===== config.mk =====
export PLATFORM = sky130hd
export DESIGN_NAME = cbts_div
export DESIGN_NICKNAME = d
export VERILOG_FILES = /design/src/hw/rtl/cbts_pkg.sv /design/src/hw/rtl/cbts_div.sv
export VERILOG_INCLUDE_DIRS = /design/src /design/src/hw/rtl
export SDC_FILE = /design/constraint.sdc
export NUM_CORES = 1
export LEC_CHECK = 0
export BUFFER_PORTS_ARGS = -buffer_cell sky130_fd_sc_hd__buf_2
export CAP_MARGIN = 15
export CORE_MARGIN = 2
export CORE_UTILIZATION = 50
export DETAILED_ROUTE_END_ITERATION = 16
export PLACE_DENSITY = 0.74
export RECOVER_POWER = 100
export SLEW_MARGIN = 20
export SYNTH_ARGS = -nofsm -noshare
export SYNTH_HDL_FRONTEND = slang
export SYNTH_SLANG_ARGS = --single-unit

===== constraint.sdc =====
create_clock -name clk -period 4.2 [get_ports clk]
set_input_delay 0.42 -clock clk [delete_from_list [all_inputs] [get_ports clk]]
set_output_delay 0.42 -clock clk [all_outputs]
set_load 0.02 [all_outputs]

===== src/hw/rtl/can_bit_timing_solver_macros.svh =====
// Assertion macros shared by the bit timing solver modules.
`ifndef CAN_BIT_TIMING_SOLVER_MACROS_SVH
`define CAN_BIT_TIMING_SOLVER_MACROS_SVH

// A condition that must hold at every clock edge outside reset.
`define CBTS_ASSERT_ALWAYS(label, cond, msg) \
	label: assert property (@(posedge clk) disable iff (!arst_n) (cond)) else $error(msg);

// A consequence that must hold in the same cycle as its cause.
`define CBTS_ASSERT_SAME(label, ante, cons, msg) \
	label: assert property (@(posedge clk) disable iff (!arst_n) (ante) |-> (cons)) \
		else $error(msg);

// A consequence that must hold in the cycle after its cause.
`define CBTS_ASSERT_NEXT(label, ante, cons, msg) \
	label: assert property (@(posedge clk) disable iff (!arst_n) (ante) |=> (cons)) \
		else $error(msg);

`endif


===== src/hw/rtl/cbts_pkg.sv =====
// Types, constants and codes of the CAN bit timing solver.
`default_nettype none

package cbts_pkg;

	// Field widths.
	localparam int CLOCK_W = 32;
	localparam int RATE_W  = 20;
	localparam int PRE_CODE_W  = 7;
	localparam int SEG_CODE_W  = 3;
	localparam int JUMP_CODE_W = 2;
	localparam int STATUS_W    = 2;

	// Divider width and its step counter width.
	localparam int DIV_W = CLOCK_W;
	localparam int DIV_CNT_W = $clog2(DIV_W + 1);

	// Default upper end of the prescaler search.
	localparam int CBTS_MAX_PRESCALER = 128;

	// Limits of the timing rules.
	localparam logic [DIV_W-1:0] PRE_ENC_MAX  = DIV_W'(128);
	localparam logic [DIV_W-1:0] QS_MIN       = DIV_W'(5);
	localparam logic [DIV_W-1:0] QS_MAX       = DIV_W'(20);
	localparam logic [DIV_W-1:0] PH_SEARCH_MAX = DIV_W'(7);
	localparam logic [DIV_W-1:0] PH_ENC_MAX   = DIV_W'(8);
	localparam logic [DIV_W-1:0] FB_DIVISOR   = DIV_W'(10);
	localparam logic [DIV_W-1:0] SYNC_PROP_Q  = DIV_W'(2);
	localparam logic [DIV_W-1:0] FB_CAP_SPAN  = DIV_W'(9);
	localparam int SEG_SHIFT = 3;

	// Result status codes.
	localparam logic [STATUS_W-1:0] STATUS_FOUND    = 2'd0;
	localparam logic [STATUS_W-1:0] STATUS_FALLBACK = 2'd1;
	localparam logic [STATUS_W-1:0] STATUS_INVALID  = 2'd2;

	// Fixed segment codes.
	localparam logic [SEG_CODE_W-1:0]  PROP_CODE = 3'd0;
	localparam logic [JUMP_CODE_W-1:0] JUMP_CODE = 2'd1;

	typedef struct packed {
		logic [CLOCK_W-1:0] clock_hz;
		logic [RATE_W-1:0]  bit_rate;
	} request_t;

	typedef struct packed {
		logic [PRE_CODE_W-1:0]  prescaler_code;
		logic [SEG_CODE_W-1:0]  propagation_code;
		logic [SEG_CODE_W-1:0]  phase_one_code;
		logic [SEG_CODE_W-1:0]  phase_two_code;
		logic [JUMP_CODE_W-1:0] jump_width_code;
		logic [STATUS_W-1:0]    status;
	} result_t;

	// Divider response towards the sequencer.
	typedef struct packed {
		logic             done;
		logic [DIV_W-1:0] quotient;
		logic [DIV_W-1:0] remainder;
	} div_rsp_t;

	typedef enum logic [2:0] {
		ST_IDLE,
		ST_START,
		ST_WAIT,
		ST_DONE
	} cbts_state_t;

	// Which division the shared divider is working on.
	typedef enum logic [1:0] {
		OP_RATE,
		OP_TRY,
		OP_TEN,
		OP_FALLBACK
	} div_op_t;

	function automatic result_t invalid_result();
		result_t r;
		r.prescaler_code   = '0;
		r.propagation_code = PROP_CODE;
		r.phase_one_code   = '0;
		r.phase_two_code   = '0;
		r.jump_width_code  = JUMP_CODE;
		r.status           = STATUS_INVALID;
		return r;
	endfunction

endpackage

`default_nettype wire


===== src/hw/rtl/cbts_div.sv =====
// Iterative restoring divider, one quotient bit per cycle.
`default_nettype none
`include "can_bit_timing_solver_macros.svh"

module cbts_div import cbts_pkg::*; (
	input  wire logic             clk,
	input  wire logic             arst_n,
	input  wire logic             start,
	input  wire logic [DIV_W-1:0] dividend,
	input  wire logic [DIV_W-1:0] divisor,
	output div_rsp_t              rsp
);

	logic                 busy_q;
	logic                 done_q;
	logic [DIV_CNT_W-1:0] count_q;
	logic [DIV_W-1:0]     quo_q;
	logic [DIV_W-1:0]     rem_q;
	logic [DIV_W-1:0]     divisor_q;
	logic [DIV_W:0]       rem_shift;
	logic [DIV_W:0]       diff;
	logic                 borrow;

	// One trial subtraction of the shifted partial remainder.
	always_comb begin
		rem_shift = {rem_q, quo_q[DIV_W-1]};
		diff      = rem_shift - {1'b0, divisor_q};
		borrow    = diff[DIV_W];
	end

	// Control of the iteration.
	always_ff @(posedge clk or negedge arst_n) begin
		if (!arst_n) begin
			busy_q  <= 1'b0;
			done_q  <= 1'b0;
			count_q <= '0;
		end else begin
			done_q <= 1'b0;
			if (start) begin
				busy_q  <= 1'b1;
				count_q <= DIV_CNT_W'(DIV_W);
			end else if (busy_q) begin
				count_q <= count_q - DIV_CNT_W'(1);
				if (count_q == DIV_CNT_W'(1)) begin
					busy_q <= 1'b0;
					done_q <= 1'b1;
				end
			end
		end
	end

	// Operand and partial remainder registers.
	always_ff @(posedge clk) begin
		if (start) begin
			quo_q     <= dividend;
			rem_q     <= '0;
			divisor_q <= divisor;
		end else if (busy_q) begin
			quo_q <= {quo_q[DIV_W-2:0], ~borrow};
			rem_q <= borrow ? rem_shift[DIV_W-1:0] : diff[DIV_W-1:0];
		end
	end

	assign rsp.done      = done_q;
	assign rsp.quotient  = quo_q;
	assign rsp.remainder = rem_q;

	`CBTS_ASSERT_SAME(a_no_restart, start, !busy_q, "divider started while busy")
	`CBTS_ASSERT_NEXT(a_last_step, busy_q && !start && count_q == DIV_CNT_W'(1),
		done_q && !busy_q, "divider did not finish after its last step")
	`CBTS_ASSERT_NEXT(a_done_pulse, done_q, !done_q, "divider done held longer than a cycle")

endmodule

`default_nettype wire


==> impl_metrics.ini <==
[logic_synthesis]
avgSynthCellArea_sq_um = 10.13
syn_inst = 599
netlist-cell-type-count = 68
synth-edff-count = 64
yosysTopAreaCell = edfxtp_1
synth_flop_cell = edfxtp_1
seq_area_frac_synth_pct = 45.53
synth_nets = 701
ys_warn_count = 0
synth_top_area_share_pct = 31.67
ys_seq_elements = 104
synth.area.top_cells = edfxtp_1, dfxtp_1, ha_1
async_reset_ff_share_pct = 7.692
synth_area_sq_um = 6068

[place]
gp_congestion = 0.9320
port_buffers = 131
dp_hpwl_mm = 11.04

[global_route]
antenna_found_initial = 0
grt_pass1_wl_mm = 24.14
grtUsageTotal_pct = 23.53
grt_overflow_total = 0
grt_max_degree = 63
first_global_vias = 4965

[floorplan]
coreArea_sq_um = 11910
boundaryPins = 132
die_x_um = 114.2
chipHeight_um = 114.2
die-area_sq_um = 13030
start_util_pct = 50.95
rows = 40

[sta]
slew_violations = 69
post-route-min-period_ps = 3793
skew_ps = 12.50
finalCritPeriodShare_pct = 90.30
max_freq_ghz = 0.2637
fin_setup_tns_ps = 0
rsz0062_at_grt = false
tightest_slew_ps = 1681
hold_viol_final = 0
setup_viol = 0
relSlewSlack_pct = -12.06

[cells_and_area]
area_growth_syn_to_layout_pct = 15.71
nNetsFinal = 821
drive_gt1_share_pct = 16.99
utilization_pct = 58.95
diodes = 0
layout_commonest_cell = clkbuf_1
mostFrequentLayoutCells = clkbuf_1, edfxtp_1, buf_2, nand2_1, nor2_1

[drt]
antenna_left = 0
viasPerCell = 5.715
dr.pass1.iters = 5
drc = 0
wl_mm = 14.77
drtIter0Drc = 376
avgRoutedWirePerCell_um = 16.96
vias = 4978

[clocking]
cts_sinks = 104
post-cts-setup-buffer-count = 0
cts.root.buffer_cell = clkbuf_16
path_clk_slew_ps = 70
clock_path_buffers = 2
cts_tree = yes
cts-htree-levels = 3
clock_latency_ps = 360
cts-buffers-inserted = 9

[worst_setup_path]
end_kind = flop
cp.required_ps = 4370
crit_type = reg2reg
crit_path_start_kind = flop
crit_fanout = 21
arrival_ps = 3960

[power]
p_per_area_nw_per_um2 = 514.1
p_leak_nw = 2.862
vdd_ir_drop_max_v = 0.0003394

[job]
drv_cap = 2

[worst_hold_path]
hold_path_class = in2reg

[status]
violations = max-capacitance violations, max-slew violations
outcome = complete, but fails checks
cell type report:
cell class / instances / area, sq um
Tap cell: 147 / 183.9
Timing Repair Buffer: 137 / 606.8
Clock inverter: 6 / 67.56
Clock buffer: 10 / 229.0
Multi-Input combinational cell: 426 / 3018
Fill cell: 1093 / 4890
Sequential cell: 104 / 2763
Inverter: 41 / 153.9
timing repair:
item	in CTS	in global routing
resized for setup	0	0
hold endpoints to repair	8	0
hold buffers	1	0
where the power goes:
part | total [mW] | switching (mW) | internal (mW)
logic | 1.34 | 0.825 | 0.516
clock network | 0.858 | 0.391 | 0.467
registers | 1.41 | 0.147 | 1.26
per-layer routing:
layer	wire length [um]	vias up	global-route usage [%]
li1	-	2431	-
met1	6570	2340	30.70
met2	6892	189	38.45
met3	1092	18	6.353
met4	216	0	7.073
met5	0	-	0
registers in the layout (all words and copies together), names as in the netlist:
signal	flops
done_q	1
busy_q	1
quo_q	32
count_q	6
divisor_q	32
rem_q	32
Yosys cell counts (4+ instances only):
cell and instances:
a211oi_1 19, xor2_1 16, o21ai_0 25, mux2i_1 24, mux2_2 32, clkbuf_1 20
nor2_1 48, inv_1 41, edfxtp_1 64, nand3_1 7, a21o_1 4, o21a_1 5
xnor2_1 13, nand2_1 59, dfxtp_1 32, a21oi_1 42, o211ai_1 8, dfrtp_1 8
nand2b_1 6, ha_1 34, a31oi_1 4, nand4_1 6, and2_1 4, nor3_1 10
final timing paths:
check	to	cells after the start	slack [ps]	start
setup / recovery	rem_q[2]	12	410	quo_q[31]
hold / removal	divisor_q[29]	1	230	divisor[29]
setup reg to reg	rem_q[2]	12	410	quo_q[31]
hold reg to reg	rem_q[28]	2	510	rem_q[28]
max in group asynchronous	done_q	2	3410	arst_n
min in group asynchronous	busy_q	2	490	arst_n
logic make-up (layout without fill, tap and decap cells):
| family | after synthesis | count (layout) | share of synthesized area [%] |
|---|---|---|---|
| buf+inv | 69 | 194 | 4.742 |
| mux | 56 | 56 | 9.897 |
| compound gates | 144 | 144 | 15.65 |
| flops | 104 | 104 | 45.53 |
| fa+ha+maj | 35 | 35 | 7.340 |
| simple gates | 162 | 162 | 12.66 |
| xor+xnor | 29 | 29 | 4.186 |
critical path, stage by stage, from the launching register on:
cell       delay, ps
edfxtp_1         340
inv_1             60
ha_1             210
fa_1             400
and2b_1          230
o2111ai_1        190
a211oi_2         370
o21ai_0          140
a31oi_1          290
o211a_2          630
buf_4            410
mux2i_1          240
a211oi_1          90
through the flow:
| step | hold slack (ps) | power, mW | std cells | instance area, sq um | worst slack, ps |
|---|---|---|---|---|---|
| final | 229.8 | 3.610 | 871 | 7022 | 407.3 |
| after global routing | 220.7 | 3.825 | 871 | 7022 | 47.94 |
| after CTS | 218.5 | 3.655 | 871 | 7121 | 453.8 |
| after detailed placement | 266.9 | 2.786 | 854 | 6814 | 503.2 |
| after global placement | 265.6 | 2.747 | 854 | 6814 | 604.4 |
| after floorplan | 124.4 | 2.413 | 599 | 6068 | 1053 |
(Power assumes the default switching activity.)
